### src/hdl/grammar_description_tokenizer_core_assert.svh
// Assertion helpers for the tokenizer core.
`ifndef GRAMMAR_DESCRIPTION_TOKENIZER_CORE_ASSERT_SVH
`define GRAMMAR_DESCRIPTION_TOKENIZER_CORE_ASSERT_SVH

// Same-cycle implication, disabled during reset.
`define GDT_ASSERT_NOW(label, clk, rst_n, ante, cons) \
    label: assert property (@(posedge clk) disable iff (!rst_n) (ante) |-> (cons)) \
        else $error("gdt: same-cycle check failed");

// Next-cycle implication, disabled during reset.
`define GDT_ASSERT_NEXT(label, clk, rst_n, ante, cons) \
    label: assert property (@(posedge clk) disable iff (!rst_n) (ante) |=> (cons)) \
        else $error("gdt: next-cycle check failed");

`endif

### src/hdl/gdt_pkg.sv
package gdt_pkg;

    // result kinds
    localparam logic [1:0] KIND_NAME_CHAR = 2'd0;
    localparam logic [1:0] KIND_TOKEN     = 2'd1;
    localparam logic [1:0] KIND_ERROR     = 2'd2;

    // token classes
    localparam logic [2:0] CLS_NONTERM  = 3'd0;
    localparam logic [2:0] CLS_NUMERAL  = 3'd1;
    localparam logic [2:0] CLS_TERMINAL = 3'd2;
    localparam logic [2:0] CLS_EOI      = 3'd3;
    localparam logic [2:0] CLS_META     = 3'd4;

    // metasymbols
    localparam logic [2:0] META_COMMA  = 3'd0;
    localparam logic [2:0] META_PERIOD = 3'd1;
    localparam logic [2:0] META_EQUALS = 3'd2;
    localparam logic [2:0] META_CLOSE  = 3'd3;
    localparam logic [2:0] META_OPEN   = 3'd4;
    localparam logic [2:0] META_STAR   = 3'd5;

    // error codes
    localparam logic [1:0] ERR_BAD_CHAR     = 2'd0;
    localparam logic [1:0] ERR_EOI_IN_TERM  = 2'd1;
    localparam logic [1:0] ERR_NUM_TOO_LONG = 2'd2;

    // scanner modes
    localparam logic [2:0] MODE_IDLE  = 3'd0;
    localparam logic [2:0] MODE_IDENT = 3'd1;
    localparam logic [2:0] MODE_NUM   = 3'd2;
    localparam logic [2:0] MODE_QUOTE = 3'd3;

    localparam logic [7:0] CH_UNDERSCORE = 8'h5F;
    localparam logic [7:0] CH_COMMA      = 8'h2C;
    localparam logic [7:0] CH_PERIOD     = 8'h2E;
    localparam logic [7:0] CH_EQUALS     = 8'h3D;
    localparam logic [7:0] CH_CLOSE      = 8'h5D;
    localparam logic [7:0] CH_OPEN       = 8'h5B;
    localparam logic [7:0] CH_STAR       = 8'h2A;
    localparam logic [7:0] CH_QUOTE      = 8'h27;
    localparam logic [7:0] CH_ZERO       = 8'h30;

    localparam logic [13:0] ACC_MAX = 14'h3FFF;

    // result queue
    localparam int Q_DEPTH = 4;
    localparam int QAW     = $clog2(Q_DEPTH);
    localparam int QCW     = $clog2(Q_DEPTH + 1);

    typedef struct packed {
        logic [1:0]  result_kind;
        logic [2:0]  token_class;
        logic [7:0]  char_value;
        logic [4:0]  char_index;
        logic [13:0] number_value;
        logic [2:0]  meta_symbol;
        logic [1:0]  error_code;
        logic        last_result;
    } t_result;

    function automatic logic is_letter(input logic [7:0] c);
        return (c >= 8'h41 && c <= 8'h5A) || (c >= 8'h61 && c <= 8'h7A);
    endfunction

    function automatic logic is_digit(input logic [7:0] c);
        return c >= 8'h30 && c <= 8'h39;
    endfunction

    function automatic logic is_space(input logic [7:0] c);
        return c == 8'h20 || c == 8'h0A || c == 8'h09 || c == 8'h0C
            || c == 8'h0D || c == 8'h08;
    endfunction

    function automatic t_result mk_result(
        input logic [1:0]  kind,
        input logic [2:0]  cls,
        input logic [7:0]  ch,
        input logic [4:0]  idx,
        input logic [13:0] num,
        input logic [2:0]  meta,
        input logic [1:0]  err
    );
        t_result r;
        r.result_kind  = kind;
        r.token_class  = cls;
        r.char_value   = ch;
        r.char_index   = idx;
        r.number_value = num;
        r.meta_symbol  = meta;
        r.error_code   = err;
        r.last_result  = 1'b0;
        return r;
    endfunction

endpackage

### src/hdl/gdt_in_if.sv
interface gdt_in_if;
    logic       valid;
    logic       ready;
    logic [7:0] byte_value;
    logic       end_of_input;

    modport source (output valid, output byte_value, output end_of_input, input ready);
    modport sink   (input valid, input byte_value, input end_of_input, output ready);
endinterface

### src/hdl/gdt_out_if.sv
interface gdt_out_if;
    logic        valid;
    logic        ready;
    logic [1:0]  result_kind;
    logic [2:0]  token_class;
    logic [7:0]  char_value;
    logic [4:0]  char_index;
    logic [13:0] number_value;
    logic [2:0]  meta_symbol;
    logic [1:0]  error_code;
    logic        last_result;

    modport source (
        output valid, output result_kind, output token_class, output char_value,
        output char_index, output number_value, output meta_symbol,
        output error_code, output last_result, input ready
    );
    modport sink (
        input valid, input result_kind, input token_class, input char_value,
        input char_index, input number_value, input meta_symbol,
        input error_code, input last_result, output ready
    );
endinterface

### src/hdl/grammar_description_tokenizer_core.sv
// Grammar-description tokenizer. Takes one byte (or end-of-input mark) per beat on i_in
// and emits name-character, token-complete and error beats on o_out. A byte is taken
// every cycle while the 4-entry result queue has at least two free slots; its results
// are in the queue in the cycle after acceptance. Most bytes give zero or one result; a
// byte that closes an identifier or numeral and itself yields a result gives two,
// both pushed into the queue together. After a fatal error, input beats are still taken
// but produce nothing until reset.
`include "grammar_description_tokenizer_core_assert.svh"

module grammar_description_tokenizer_core #(
    parameter int NAME_CHARS = 32,
    parameter int MAX_DIGITS = 4
) (
    input  logic      i_clk,
    input  logic      i_rst_n,
    gdt_in_if.sink    i_in,
    gdt_out_if.source o_out
);

    localparam int NCW = $clog2(NAME_CHARS + 1);
    localparam int DCW = $clog2(MAX_DIGITS + 2);

    logic [2:0]              r_mode, n_mode;
    logic [NCW-1:0]          r_name_count, n_name_count;
    logic [DCW-1:0]          r_digit_count, n_digit_count;
    logic [13:0]             r_acc, n_acc;
    logic                    r_err_stuck, n_err_stuck;

    gdt_pkg::t_result        r_q [gdt_pkg::Q_DEPTH];
    logic [gdt_pkg::QAW-1:0] r_wr_ptr, r_rd_ptr;
    logic [gdt_pkg::QCW-1:0] r_count;

    logic                    in_fire, out_fire;
    logic [7:0]              c;
    logic                    eoi;
    logic [3:0]              dval;
    logic [17:0]             acc_x10;

    // start-of-token decode
    logic                    st_valid, st_err;
    gdt_pkg::t_result        st_res;
    logic [2:0]              st_mode;
    logic [NCW-1:0]          st_name;

    gdt_pkg::t_result        res0, res1;
    logic [1:0]              nres, n_push;
    logic                    use_start;

    assign in_fire  = i_in.valid && i_in.ready;
    assign out_fire = o_out.valid && o_out.ready;
    assign c        = i_in.byte_value;
    assign eoi      = i_in.end_of_input;
    assign dval     = 4'(c - gdt_pkg::CH_ZERO);
    assign acc_x10  = ({4'b0, r_acc} << 3) + ({4'b0, r_acc} << 1) + 18'(dval);

    assign i_in.ready = (r_count <= gdt_pkg::QCW'(gdt_pkg::Q_DEPTH - 2));

    always_comb begin
        st_valid = 1'b0;
        st_err   = 1'b0;
        st_res   = '0;
        st_mode  = gdt_pkg::MODE_IDLE;
        st_name  = '0;
        if (eoi) begin
            st_valid = 1'b1;
            st_res   = gdt_pkg::mk_result(gdt_pkg::KIND_TOKEN, gdt_pkg::CLS_EOI,
                                          8'd0, 5'd0, 14'd0, 3'd0, 2'd0);
        end else if (gdt_pkg::is_space(c)) begin
            st_valid = 1'b0;
        end else if (gdt_pkg::is_letter(c)) begin
            st_valid = 1'b1;
            st_mode  = gdt_pkg::MODE_IDENT;
            st_name  = NCW'(1);
            st_res   = gdt_pkg::mk_result(gdt_pkg::KIND_NAME_CHAR, gdt_pkg::CLS_NONTERM,
                                          c, 5'd0, 14'd0, 3'd0, 2'd0);
        end else if (gdt_pkg::is_digit(c)) begin
            st_mode = gdt_pkg::MODE_NUM;
        end else if (c == gdt_pkg::CH_QUOTE) begin
            st_mode = gdt_pkg::MODE_QUOTE;
        end else begin
            st_valid = 1'b1;
            st_res   = gdt_pkg::mk_result(gdt_pkg::KIND_TOKEN, gdt_pkg::CLS_META,
                                          8'd0, 5'd0, 14'd0, 3'd0, 2'd0);
            unique case (c)
                gdt_pkg::CH_COMMA:  st_res.meta_symbol = gdt_pkg::META_COMMA;
                gdt_pkg::CH_PERIOD: st_res.meta_symbol = gdt_pkg::META_PERIOD;
                gdt_pkg::CH_EQUALS: st_res.meta_symbol = gdt_pkg::META_EQUALS;
                gdt_pkg::CH_CLOSE:  st_res.meta_symbol = gdt_pkg::META_CLOSE;
                gdt_pkg::CH_OPEN:   st_res.meta_symbol = gdt_pkg::META_OPEN;
                gdt_pkg::CH_STAR:   st_res.meta_symbol = gdt_pkg::META_STAR;
                default: begin
                    st_err = 1'b1;
                    st_res = gdt_pkg::mk_result(gdt_pkg::KIND_ERROR, gdt_pkg::CLS_NONTERM,
                                                8'd0, 5'd0, 14'd0, 3'd0,
                                                gdt_pkg::ERR_BAD_CHAR);
                end
            endcase
        end
    end

    always_comb begin
        n_mode        = r_mode;
        n_name_count  = r_name_count;
        n_digit_count = r_digit_count;
        n_acc         = r_acc;
        n_err_stuck   = r_err_stuck;
        res0          = '0;
        res1          = '0;
        nres          = 2'd0;
        use_start     = 1'b0;

        if (!r_err_stuck) begin
            unique case (r_mode)
                gdt_pkg::MODE_IDENT: begin
                    if (!eoi && (gdt_pkg::is_letter(c) || gdt_pkg::is_digit(c)
                                 || c == gdt_pkg::CH_UNDERSCORE)) begin
                        if (r_name_count < NCW'(NAME_CHARS)) begin
                            res0 = gdt_pkg::mk_result(gdt_pkg::KIND_NAME_CHAR,
                                                      gdt_pkg::CLS_NONTERM, c,
                                                      5'(r_name_count), 14'd0, 3'd0, 2'd0);
                            nres = 2'd1;
                            n_name_count = r_name_count + NCW'(1);
                        end
                    end else begin
                        res0 = gdt_pkg::mk_result(gdt_pkg::KIND_TOKEN, gdt_pkg::CLS_NONTERM,
                                                  8'd0, 5'd0, 14'd0, 3'd0, 2'd0);
                        nres      = 2'd1;
                        use_start = 1'b1;
                    end
                end
                gdt_pkg::MODE_NUM: begin
                    if (!eoi && gdt_pkg::is_digit(c)) begin
                        if (r_digit_count <= DCW'(MAX_DIGITS))
                            n_digit_count = r_digit_count + DCW'(1);
                        n_acc = (acc_x10 > 18'(gdt_pkg::ACC_MAX)) ? gdt_pkg::ACC_MAX
                                                                 : acc_x10[13:0];
                    end else if (r_digit_count > DCW'(MAX_DIGITS)) begin
                        // too many digits: error replaces the token, terminator dropped
                        res0 = gdt_pkg::mk_result(gdt_pkg::KIND_ERROR, gdt_pkg::CLS_NONTERM,
                                                  8'd0, 5'd0, 14'd0, 3'd0,
                                                  gdt_pkg::ERR_NUM_TOO_LONG);
                        nres        = 2'd1;
                        n_err_stuck = 1'b1;
                        n_mode      = gdt_pkg::MODE_IDLE;
                    end else begin
                        res0 = gdt_pkg::mk_result(gdt_pkg::KIND_TOKEN, gdt_pkg::CLS_NUMERAL,
                                                  8'd0, 5'd0, r_acc, 3'd0, 2'd0);
                        nres      = 2'd1;
                        use_start = 1'b1;
                    end
                end
                gdt_pkg::MODE_QUOTE: begin
                    if (eoi) begin
                        res0 = gdt_pkg::mk_result(gdt_pkg::KIND_ERROR, gdt_pkg::CLS_NONTERM,
                                                  8'd0, 5'd0, 14'd0, 3'd0,
                                                  gdt_pkg::ERR_EOI_IN_TERM);
                        nres        = 2'd1;
                        n_err_stuck = 1'b1;
                        n_mode      = gdt_pkg::MODE_IDLE;
                    end else if (c != gdt_pkg::CH_QUOTE || r_name_count == '0) begin
                        // first char after the opening quote is literal, quote or not
                        if (r_name_count < NCW'(NAME_CHARS)) begin
                            res0 = gdt_pkg::mk_result(gdt_pkg::KIND_NAME_CHAR,
                                                      gdt_pkg::CLS_TERMINAL, c,
                                                      5'(r_name_count), 14'd0, 3'd0, 2'd0);
                            nres = 2'd1;
                            n_name_count = r_name_count + NCW'(1);
                        end
                    end else begin
                        res0 = gdt_pkg::mk_result(gdt_pkg::KIND_TOKEN, gdt_pkg::CLS_TERMINAL,
                                                  8'd0, 5'd0, 14'd0, 3'd0, 2'd0);
                        nres   = 2'd1;
                        n_mode = gdt_pkg::MODE_IDLE;
                    end
                end
                default: begin
                    use_start = 1'b1;
                end
            endcase

            if (use_start) begin
                n_mode        = st_err ? gdt_pkg::MODE_IDLE : st_mode;
                n_name_count  = st_name;
                n_digit_count = DCW'(1);
                n_acc         = 14'(dval);
                n_err_stuck   = st_err;
                if (st_valid) begin
                    if (nres == 2'd0) begin
                        res0 = st_res;
                        nres = 2'd1;
                    end else begin
                        res1 = st_res;
                        nres = 2'd2;
                    end
                end
            end

            if (nres == 2'd2)
                res1.last_result = 1'b1;
            else
                res0.last_result = 1'b1;
        end
    end

    assign n_push = in_fire ? nres : 2'd0;

    always_ff @(posedge i_clk) begin
        if (!i_rst_n) begin
            r_mode        <= gdt_pkg::MODE_IDLE;
            r_name_count  <= '0;
            r_digit_count <= '0;
            r_acc         <= '0;
            r_err_stuck   <= 1'b0;
        end else if (in_fire) begin
            r_mode        <= n_mode;
            r_name_count  <= n_name_count;
            r_digit_count <= n_digit_count;
            r_acc         <= n_acc;
            r_err_stuck   <= n_err_stuck;
        end
    end

    always_ff @(posedge i_clk) begin
        if (!i_rst_n) begin
            r_wr_ptr <= '0;
            r_rd_ptr <= '0;
            r_count  <= '0;
        end else begin
            r_wr_ptr <= r_wr_ptr + gdt_pkg::QAW'(n_push);
            if (out_fire)
                r_rd_ptr <= r_rd_ptr + gdt_pkg::QAW'(1);
            r_count <= r_count + gdt_pkg::QCW'(n_push) - gdt_pkg::QCW'(out_fire);
        end
    end

    always_ff @(posedge i_clk) begin
        if (n_push != 2'd0)
            r_q[r_wr_ptr] <= res0;
        if (n_push == 2'd2)
            r_q[r_wr_ptr + gdt_pkg::QAW'(1)] <= res1;
    end

    assign o_out.valid        = (r_count != '0);
    assign o_out.result_kind  = r_q[r_rd_ptr].result_kind;
    assign o_out.token_class  = r_q[r_rd_ptr].token_class;
    assign o_out.char_value   = r_q[r_rd_ptr].char_value;
    assign o_out.char_index   = r_q[r_rd_ptr].char_index;
    assign o_out.number_value = r_q[r_rd_ptr].number_value;
    assign o_out.meta_symbol  = r_q[r_rd_ptr].meta_symbol;
    assign o_out.error_code   = r_q[r_rd_ptr].error_code;
    assign o_out.last_result  = r_q[r_rd_ptr].last_result;

    `GDT_ASSERT_NEXT(a_err_sticky, i_clk, i_rst_n, r_err_stuck, r_err_stuck)
    `GDT_ASSERT_NOW(a_silent_after_err, i_clk, i_rst_n, r_err_stuck, n_push == 2'd0)
    `GDT_ASSERT_NOW(a_queue_room, i_clk, i_rst_n, in_fire,
                    (r_count + gdt_pkg::QCW'(n_push)) <= gdt_pkg::QCW'(gdt_pkg::Q_DEPTH))

endmodule

### src/flat_wrapper.sv
// flat-port wrapper written by rule: the top's interface ports become plain ports
module grammar_description_tokenizer_core_flat 
#(
    parameter int NAME_CHARS = 32,
    parameter int MAX_DIGITS = 4
)
  (i_clk, i_rst_n, i_in_valid, i_in_byte_value, i_in_end_of_input, i_in_ready, o_out_valid, o_out_result_kind, o_out_token_class, o_out_char_value, o_out_char_index, o_out_number_value, o_out_meta_symbol, o_out_error_code, o_out_last_result, o_out_ready);
  gdt_in_if i_in_i ();
  gdt_out_if o_out_i ();
  input  logic i_clk;
  input  logic i_rst_n;
  input wire logic [$bits(i_in_i.valid)-1:0] i_in_valid;
  input wire logic [$bits(i_in_i.byte_value)-1:0] i_in_byte_value;
  input wire logic [$bits(i_in_i.end_of_input)-1:0] i_in_end_of_input;
  output wire logic [$bits(i_in_i.ready)-1:0] i_in_ready;
  output wire logic [$bits(o_out_i.valid)-1:0] o_out_valid;
  output wire logic [$bits(o_out_i.result_kind)-1:0] o_out_result_kind;
  output wire logic [$bits(o_out_i.token_class)-1:0] o_out_token_class;
  output wire logic [$bits(o_out_i.char_value)-1:0] o_out_char_value;
  output wire logic [$bits(o_out_i.char_index)-1:0] o_out_char_index;
  output wire logic [$bits(o_out_i.number_value)-1:0] o_out_number_value;
  output wire logic [$bits(o_out_i.meta_symbol)-1:0] o_out_meta_symbol;
  output wire logic [$bits(o_out_i.error_code)-1:0] o_out_error_code;
  output wire logic [$bits(o_out_i.last_result)-1:0] o_out_last_result;
  input wire logic [$bits(o_out_i.ready)-1:0] o_out_ready;
  assign i_in_i.valid = i_in_valid;
  assign i_in_i.byte_value = i_in_byte_value;
  assign i_in_i.end_of_input = i_in_end_of_input;
  assign i_in_ready = i_in_i.ready;
  assign o_out_valid = o_out_i.valid;
  assign o_out_result_kind = o_out_i.result_kind;
  assign o_out_token_class = o_out_i.token_class;
  assign o_out_char_value = o_out_i.char_value;
  assign o_out_char_index = o_out_i.char_index;
  assign o_out_number_value = o_out_i.number_value;
  assign o_out_meta_symbol = o_out_i.meta_symbol;
  assign o_out_error_code = o_out_i.error_code;
  assign o_out_last_result = o_out_i.last_result;
  assign o_out_i.ready = o_out_ready;
  grammar_description_tokenizer_core #(.NAME_CHARS(NAME_CHARS), .MAX_DIGITS(MAX_DIGITS)) u_core (.i_clk(i_clk), .i_rst_n(i_rst_n), .i_in(i_in_i), .o_out(o_out_i));
endmodule
### config.mk
export PLATFORM = sky130hd
export DESIGN_NAME = grammar_description_tokenizer_core_flat
export DESIGN_NICKNAME = d
export VERILOG_FILES = /design/src/hdl/gdt_pkg.sv /design/src/hdl/gdt_in_if.sv /design/src/hdl/gdt_out_if.sv /design/src/hdl/grammar_description_tokenizer_core.sv /design/src/flat_wrapper.sv
export VERILOG_INCLUDE_DIRS = /design/src /design/src/hdl
export SDC_FILE = /design/constraint.sdc
export NUM_CORES = 1
export LEC_CHECK = 0
export BUFFER_PORTS_ARGS = -buffer_cell sky130_fd_sc_hd__buf_2
export CAP_MARGIN = 0
export CORE_UTILIZATION = 55
export DETAILED_ROUTE_END_ITERATION = 7
export GPL_ROUTABILITY_DRIVEN = 0
export PLACE_DENSITY = 0.8
export SLEW_MARGIN = 20
export SYNTH_ARGS = -nofsm -noshare
export SYNTH_HDL_FRONTEND = slang
export SYNTH_SLANG_ARGS = --single-unit
### constraint.sdc
create_clock -name i_clk -period 7.8 [get_ports i_clk]
set_input_delay 1.56 -clock i_clk [delete_from_list [all_inputs] [get_ports i_clk]]
set_output_delay 1.56 -clock i_clk [all_outputs]
set_load 0.005 [all_outputs]
Word level (Yosys, flattened, before mapping)
Memory sizes are Yosys's and may differ from the RTL's. A register that Yosys moved wholly into a read port is not among the register bits.
Cells that the tools add are included.
- register bits after elaboration: 34
- bits in latches: 0
- RAM bits: 152
- ROM bits: 0
- memories kept: 1
- add/sub/neg operators: 10
- multipliers: 0
- divide/modulo/power cells: 0
- $lt $le $gt $ge: 11
- equal/unequal tests: 26
- shift operators: 0
- multiplexer cells: 95
- bitwise logic cells: 1
- reductions and logical operators: 31
- memory list (name ; depth ; width ; rd ports ; clocked after Yosys merged registers in ; write ports ; RTL line ; text):
    u_core.r_q ; 4 ; 38 ; 1 ; 1 ; 2 ; grammar_description_tokenizer_core.sv:29 ; gdt_pkg::t_result r_q [gdt_pkg::Q_DEPTH];
- operators with widths (operator ; number):
    38-bit 2-to-1 mux ; 16
    38-bit case mux with 3 select lines ; 1
    37-bit 2-to-1 mux ; 2
    14-bit 2-to-1 mux ; 4
    8-bit by 6-bit equality test with 1-bit output (second input constant) ; 6
    3-bit 2-to-1 mux ; 14
    6-bit 2-to-1 mux ; 7
    8-bit by 4-bit equality test with 1-bit output (second input constant) ; 5
    35-bit 2-to-1 mux ; 1
    33-bit 2-to-1 mux ; 1
    32-bit 2-to-1 mux ; 1
    1-bit 2-to-1 mux ; 31
    8-bit by 7-bit equality test with 1-bit output (second input constant) ; 3
    2-bit 2-to-1 mux ; 11
    17-bit by 15-bit adder with 18-bit output ; 1
    18-bit by 4-bit adder with 18-bit output ; 1
    18-bit by 14-bit > comparator with 1-bit output (second input constant) ; 1
    8-bit by 7-bit >= comparator with 1-bit output (second input constant) ; 2
    8-bit by 7-bit less-or-equal comparator with 1-bit output (second input constant) ; 2
    3-bit case mux with 5 select lines ; 1
    6-bit case mux with 2 select lines ; 1
    6-bit AND reduction ; 2
    1-bit logical OR ; 9
    3-bit by 1-bit != test with 1-bit output (second input constant) ; 3
    34 further kinds ; 48

Longest topological paths before layout
Gate-level depths: netlist of the first run.
- word-level depth: 19
- gate-level depth with buffers: 14
- depth with buffers taken out: 14

Worst setup path before layout of the first run
OpenSTA, ideal clock, no wires.
- path type: input -> register
- start point: in i_in_byte_value[6]
- end point: mem u_core.r_q[0][0] (netlist bit), enable pin
- setup time: 0.373 ns
- arrival time: 4.169 ns
- path slack: 3.257 ns
- stages on the path: 11
- buffers on the path: 3
- cell sequence: buf_2 > nor3_2 > nor4b_4 > a2111oi_1 > a21oi_1 > ha_1 > nand2b_1 > or3_1 > clkbuf_1 > buf_2 > nand2_1
- RTL lines (what ; RTL line ; text):
    start: declaration ; flat_wrapper.sv:13 ; input wire logic [$bits(i_in_i.byte_value)-1:0] i_in_byte_value;
    end: declaration ; grammar_description_tokenizer_core.sv:29 ;

==> impl_metrics.env, run 1 <==
export IMPL_r2r_cells=9
export IMPL_endpoint_kind="register"
export IMPL_numCtsBuffers=17
export IMPL_ant_nets=0
export IMPL_grt_pass1_vias=7348
export IMPL_first_iter_violations=878
export IMPL_clock_latency_ns=0.44
export IMPL_grt_usage_pct=27.7
export IMPL_post_cts_setup_buffers=0
export IMPL_final_area_um2=10500
export IMPL_crit_path_top_delay_cell="nand2_1"
export IMPL_hold_viol=0
export IMPL_powerDensity_nw_per_um2=236
export IMPL_min_to="u_core.r_q[1][12]"
export IMPL_ir_drop_mv=0.184
export IMPL_fin_worst_skew_ns=0.0127
export IMPL_htree_num_levels=4
export IMPL_yosys_area_top_type_share_pct=24.8
export IMPL_hold_path_class="reg2reg"
export IMPL_r2r_start="u_core.r_mode[0]"
export IMPL_worst_slew_pin_transition_ns=1.07
export IMPL_synth_distinct_cells=75
export IMPL_place_area_um2=9950
export IMPL_slew_headroom_pct=28.7
export IMPL_vias=7769
export IMPL_cts_tree="yes"
export IMPL_tns_ns=0
export IMPL_setup_viol=0
export IMPL_antenna_found_initial=0
export IMPL_hold_path_depth=2
export IMPL_syn_to_final_growth_pct=9.93
export IMPL_synth_common_cells="119 x dfxtp_1, 103 x nand3_1, 95 x o21ai_0"
export IMPL_clkTransAtPathRegs_ns=0.07
export IMPL_leakagePower_uw=0.00391
export IMPL_max_freq_mhz=199
export IMPL_clockBufferDepth=2
export IMPL_crit_arrival_ns=5.09
export IMPL_cts_sink_count=187
export IMPL_grt_overflow_total=0
export IMPL_diodes=0
export IMPL_num_rows=47
export IMPL_final_nets=1032
export IMPL_port_buffers=52
export IMPL_grt_setup_unrepaired="no"
export IMPL_post_route_min_period_ns=5.02
export IMPL_hold_start="u_core.r_q[1][12]"
export IMPL_wire_per_inst_um=19.7
export IMPL_path_cells="buf_2 -> o21ai_0 -> nand3_1 -> a21oi_1 -> a21oi_1 -> ha_1 -> nand2b_1 -> nor3_1 -> o211ai_1 -> buf_4 -> nand2_1"
export IMPL_via_per_inst=6.40
export IMPL_r2r_end="u_core.r_q[2][27]"
export IMPL_yosysMostFrequentCell="dfxtp_1"
export IMPL_crit_type="in2reg"
export IMPL_cts_root_buf="clkbuf_16"
export IMPL_holdWs_ns=0.455
export IMPL_synth_area_leaders="dfxtp_1 25%, edfxtp_1 21%, mux4_2 8.9%, nand3_1 5.4%, o21ai_0 5.0%"
export IMPL_crit_path_frequent_cell="a21oi_1"
export IMPL_synth_seq_area_share_pct=46.1
export IMPL_critPathMaxStageDelay_ns=0.72
export IMPL_start_kind="input pin"
export IMPL_core_um2=16800
export IMPL_cp_max_fo=31
export IMPL_drt_wl_total_mm=23.9
export IMPL_synth_area_leader_cell="dfxtp_1"
export IMPL_die_w_um=134
export IMPL_maxSlewViolCount=0
export IMPL_reg2reg_slack_ns=3.91
export IMPL_drtPass1Iterations=7
export IMPL_worstSetupStartpoint="i_in_byte_value[1]"
export IMPL_cts_resized=0
export IMPL_synth_edf_count=68
export IMPL_place_ws_ns=2.44
export IMPL_initial_core_util_pct=57.0
export IMPL_ys_warnings_count=0
export IMPL_fin_util_pct=62.7
export IMPL_netlist_instances=959
export IMPL_synth_area_um2=9590
export IMPL_die_h_um=134
export IMPL_period_share_pct=64.4
export IMPL_crit_required_ns=7.86
export IMPL_drive_above_1_share_pct=15.5
export IMPL_ios=53
export IMPL_async_reset_ff_share_pct=0
export IMPL_synth_nets=1011
export IMPL_synth_seq_cells=187
export IMPL_grt_pass1_wl_mm=38.6
export IMPL_ys_flop_type="dfxtp_1"
export IMPL_synth_avg_cell_area_um2=10.0
export IMPL_hpwl_mm=16.0
export IMPL_setup_ws_ns=2.78
export IMPL_holdBufCountCts=0
export IMPL_max_cap_violations=0
export IMPL_drc=0
export IMPL_grt_max_degree=55
export IMPL_status="complete, no violations"
export IMPL_fillerInstances=1355
export IMPL_dieArea_um2=18000
## routing by layer
layer	share of wire (%)	GRT usage [%]	vias to the layer above	wire, um
met2	45	42.1	380	10800
met3	9.6	6.76	57	2290
met5	0	0	-	0
li1	-	-	3634	-
met1	43	38.0	3698	10200
met4	2.4	11.5	0	571
## cell families (layout without fill, tap and decap cells)
logic type                 count (synthesis)  count (layout)  synth area share [%]
AOI/OAI and AO/OA                        246             246                  15.9
xor gates and xnor gates                  18              18                  1.64
adders and majority gates                 39              39                  5.32
buffers and inverters                     87             121                  3.77
DFF                                      187             187                  46.1
muxes                                     39              39                  9.03
and+or+nand+nor                          343             343                  18.2
## sequential cells by signal (all words and copies together), names as in the netlist, named ones only
name,count
u_core.r_acc,14
u_core.r_count,3
u_core.r_digit_count,3
u_core.r_err_stuck,1
u_core.r_mode,2
u_core.r_name_count,6
u_core.r_q,152
u_core.r_rd_ptr,2
u_core.r_wr_ptr,2
## cell usage in the layout (no fill, tap or decap), types with 12 or more instances in the layout
| master | count |
|---|---|
| nor2_1 | 47 |
| nand3_1 | 103 |
| ha_1 | 36 |
| nor3_1 | 22 |
| mux4_2 | 38 |
| nand2_1 | 86 |
| and2_1 | 12 |
| dfxtp_1 | 117 |
| buf_2 | 52 |
| buf_4 | 12 |
| inv_1 | 24 |
| edfxtp_1 | 68 |
| nor2b_1 | 25 |
| xor2_1 | 12 |
| a21oi_1 | 50 |
| clkbuf_16 | 17 |
| o21ai_0 | 95 |
| o22ai_1 | 28 |
## worst max-delay path: cells and delay by family
family / cells / cell delay [ns]
compound gates: 4 / 1.05
simple gates: 4 / 1.61
fa+ha+maj: 1 / 0.37
buf+inv: 2 / 0.48
## through the flow
step | cells | power (uW)
after detailed placement | 1181 | 1640
after CTS | 1213 | 2500
after floorplan | 959 | 1490
after global routing | 1213 | 2590
after global placement | 1181 | 1630
final | 1213 | 2490
## how the worst max path moves through the flow
stage,to,slack [ns],depth (start not counted)
finish,u_core.r_q[2][27],2.78,11
CTS,u_core.r_q[2][27],2.87,11
global route,u_core.r_q[3][27],2.52,11
floorplan,u_core.r_q[0][0],3.26,11
detailed placement,u_core.r_q[2][34],2.44,11
global placement,u_core.r_q[2][27],2.64,11
## area by class of cell
cell class | count | area (um^2) | area share (%)
Clock buffer | 19 | 433 | 4.11
Clock inverter | 13 | 159 | 1.51
Inverter | 25 | 93.8 | 0.890
Multi-Input combinational cell | 685 | 4800 | 45.6
Sequential cell | 187 | 4430 | 42.0
Tap cell | 220 | 275 | 2.61
Timing Repair Buffer | 64 | 350 | 3.32
## power breakdown
group,leakage (uW),switching (uW),internal (uW)
logic,0.00192,296,209
clock network,0.000286,388,481
registers,0.00170,50.7,1070
Note: power is estimated with default switching activity, not from simulation.
==> run 2: changes to the inputs <==
--- a/config.mk
+++ b/config.mk
@@ -11,7 +11,7 @@
 export CORE_UTILIZATION = 55
 export DETAILED_ROUTE_END_ITERATION = 7
 export GPL_ROUTABILITY_DRIVEN = 0
-export PLACE_DENSITY = 0.8
+export PLACE_DENSITY = 0.83
 export SLEW_MARGIN = 20
 export SYNTH_ARGS = -nofsm -noshare
 export SYNTH_HDL_FRONTEND = slang
==> constraint.sdc (replaced) <==
create_clock -name i_clk -period 4.3 [get_ports i_clk]
set_input_delay 0.86 -clock i_clk [delete_from_list [all_inputs] [get_ports i_clk]]
set_output_delay 0.86 -clock i_clk [all_outputs]
set_load 0.005 [all_outputs]
==> impl_metrics.env, run 2 (synthesis results as in run 1) <==
export IMPL_holdWs_ns=0.457
export IMPL_die_h_um=134
export IMPL_endpoint_kind="register"
export IMPL_layout_common_cells="117 x dfxtp_1, 103 x nand3_1, 95 x o21ai_0"
export IMPL_r2r_cells=9
export IMPL_final_common_cell="dfxtp_1"
export IMPL_sw_frac_of_total_pct=30.5
export IMPL_largest_reg_flops=152
export IMPL_worst_slew_pin_transition_ns=1.08
export IMPL_pwr_share_comb_pct=20.5
export IMPL_drtPass1Iterations=6
export IMPL_min_to="u_core.r_q[1][15]"
export IMPL_status="complete, no violations"
export IMPL_r2r_start="u_core.r_mode[0]"
export IMPL_ir_drop_mv=0.345
export IMPL_htree_num_levels=4
export IMPL_max_freq_mhz=275
export IMPL_pwr_share_seq_pct=46.0
export IMPL_path_cells="buf_2 -> nand2_1 -> or4_4 -> o211ai_1 -> a21oi_1 -> ha_1 -> nand2b_1 -> nor3_1 -> o211ai_1 -> nand2_1 -> buf_4"
export IMPL_clkTransAtPathRegs_ns=0.07
export IMPL_crit_path_top_delay_cell="or4_4"
export IMPL_place_area_um2=10100
export IMPL_cts_tree="yes"
export IMPL_r2r_end="u_core.r_q[2][28]"
export IMPL_dieArea_um2=18000
export IMPL_diodes=0
export IMPL_largest_register="u_core.r_q"
export IMPL_grt_max_degree=49
export IMPL_ant_nets=0
export IMPL_p_total_uw=4500
export IMPL_crit_required_ns=4.44
export IMPL_post_cts_setup_buffers=0
export IMPL_clockBufferDepth=2
export IMPL_cts_root_buf="clkbuf_16"
export IMPL_maxSlewViolCount=0
export IMPL_wire_per_inst_um=19.7
export IMPL_critPathMaxStageDelay_ns=0.56
export IMPL_slew_headroom_pct=28.1
export IMPL_grt_pass1_wl_mm=39.1
export IMPL_fin_worst_skew_ns=0.0104
export IMPL_p_clk_share_pct=33.5
export IMPL_worstSetupStartpoint="i_in_byte_value[3]"
export IMPL_numCtsBuffers=17
export IMPL_grt_overflow_total=0
export IMPL_top_regs="u_core.r_q x152, u_core.r_acc x14, u_core.r_name_count x6"
export IMPL_crit_buf_inv=2
export IMPL_drt_wl_total_mm=24.3
export IMPL_cts_resized=0
export IMPL_num_rows=47
export IMPL_syn_to_final_growth_pct=11.4
export IMPL_antenna_found_initial=0
export IMPL_period_share_pct=84.7
export IMPL_p_switching_uw=1370
export IMPL_vias=8081
export IMPL_powerDensity_nw_per_um2=421
export IMPL_port_buffers=52
export IMPL_cts_sink_count=187
export IMPL_reg2reg_slack_ns=1.07
export IMPL_grt_pass1_vias=7482
export IMPL_p_int_uw=3130
export IMPL_final_area_um2=10700
export IMPL_cp_depth=11
export IMPL_leakagePower_uw=0.00400
export IMPL_core_um2=16800
export IMPL_crit_arrival_ns=3.78
export IMPL_hold_start="u_core.r_q[1][15]"
export IMPL_start_kind="input pin"
export IMPL_grt_setup_unrepaired="no"
export IMPL_grt_usage_pct=27.8
export IMPL_setup_viol=0
export IMPL_holdBufCountCts=0
export IMPL_via_per_inst=6.55
export IMPL_crit_type="in2reg"
export IMPL_hold_path_depth=2
export IMPL_hpwl_mm=16.3
export IMPL_fin_util_pct=63.5
export IMPL_hold_viol=0
export IMPL_drc=0
export IMPL_hold_path_class="reg2reg"
export IMPL_final_nets=1052
export IMPL_cp_max_fo=16
export IMPL_die_w_um=134
export IMPL_clock_latency_ns=0.44
export IMPL_crit_family="simple AND/OR/NAND/NOR gates"
export IMPL_max_cap_violations=0
export IMPL_tns_ns=0
export IMPL_first_iter_violations=1100
export IMPL_initial_core_util_pct=57.0
export IMPL_drive_above_1_share_pct=17.4
export IMPL_post_route_min_period_ns=3.64
export IMPL_ios=53
==> run 2: cell types whose count changed in the layout (fill, tap and decap cells not counted), sizes merged <==
cell / change
clkinv: -1
bufinv: -2
buf: +20
inv: +2
clkinvlp: +1
==> run 2: area by class of cell <==
type / instances / area [um^2]
Sequential cell: 187 / 4430
Timing Repair Buffer: 84 / 513
Clock buffer: 19 / 443
Fill cell: 1304 / 6130
Inverter: 25 / 93.8
Multi-Input combinational cell: 685 / 4810
Tap cell: 220 / 275
Clock inverter: 13 / 125
==> run 2: power by group through the flow <==
stage | sequential (uW) | clock, uW | combinational [uW]
after CTS | 2070 | 1510 | 921
after global routing | 2090 | 1580 | 999
after global placement | 2110 | 0 | 892
final | 2070 | 1510 | 924
after floorplan | 2010 | 0 | 697
after detailed placement | 2110 | 0 | 914
==> run 2: worst max path at each step <==
stage | to | slack [ns]
2_1_floorplan | u_core.r_q[0][0] | 0.46
3_3_place_gp | u_core.r_q[2][29] | 0.43
3_5_place_dp | u_core.r_count[2] | 0.38
4_1_cts | u_core.r_q[2][25] | 0.79
5_1_grt | u_core.r_q[2][30] | 0.51
6_report | u_core.r_q[2][28] | 0.66
==> run 2: worst min-delay path: stages (launching register included) <==
cell and delay [ns]:
dfxtp_1 0.31, nand2_1 0.05, a21oi_1 0.05
==> run 2: per-layer routing <==
metal,wire (um),up-vias,track usage [%]
li1,-,3679,-
met1,10000,3879,37.9
met2,11600,469,44.2
met3,2220,54,5.78
met4,442,0,9.61
met5,0,-,0
==> run 2: per-stage QoR <==
step	std cells	worst slack (ns)
3_3_place_gp	1201	0.432
6_report	1233	0.660
2_1_floorplan	959	0.457
4_1_cts	1233	0.787
5_1_grt	1233	0.511
3_5_place_dp	1201	0.376
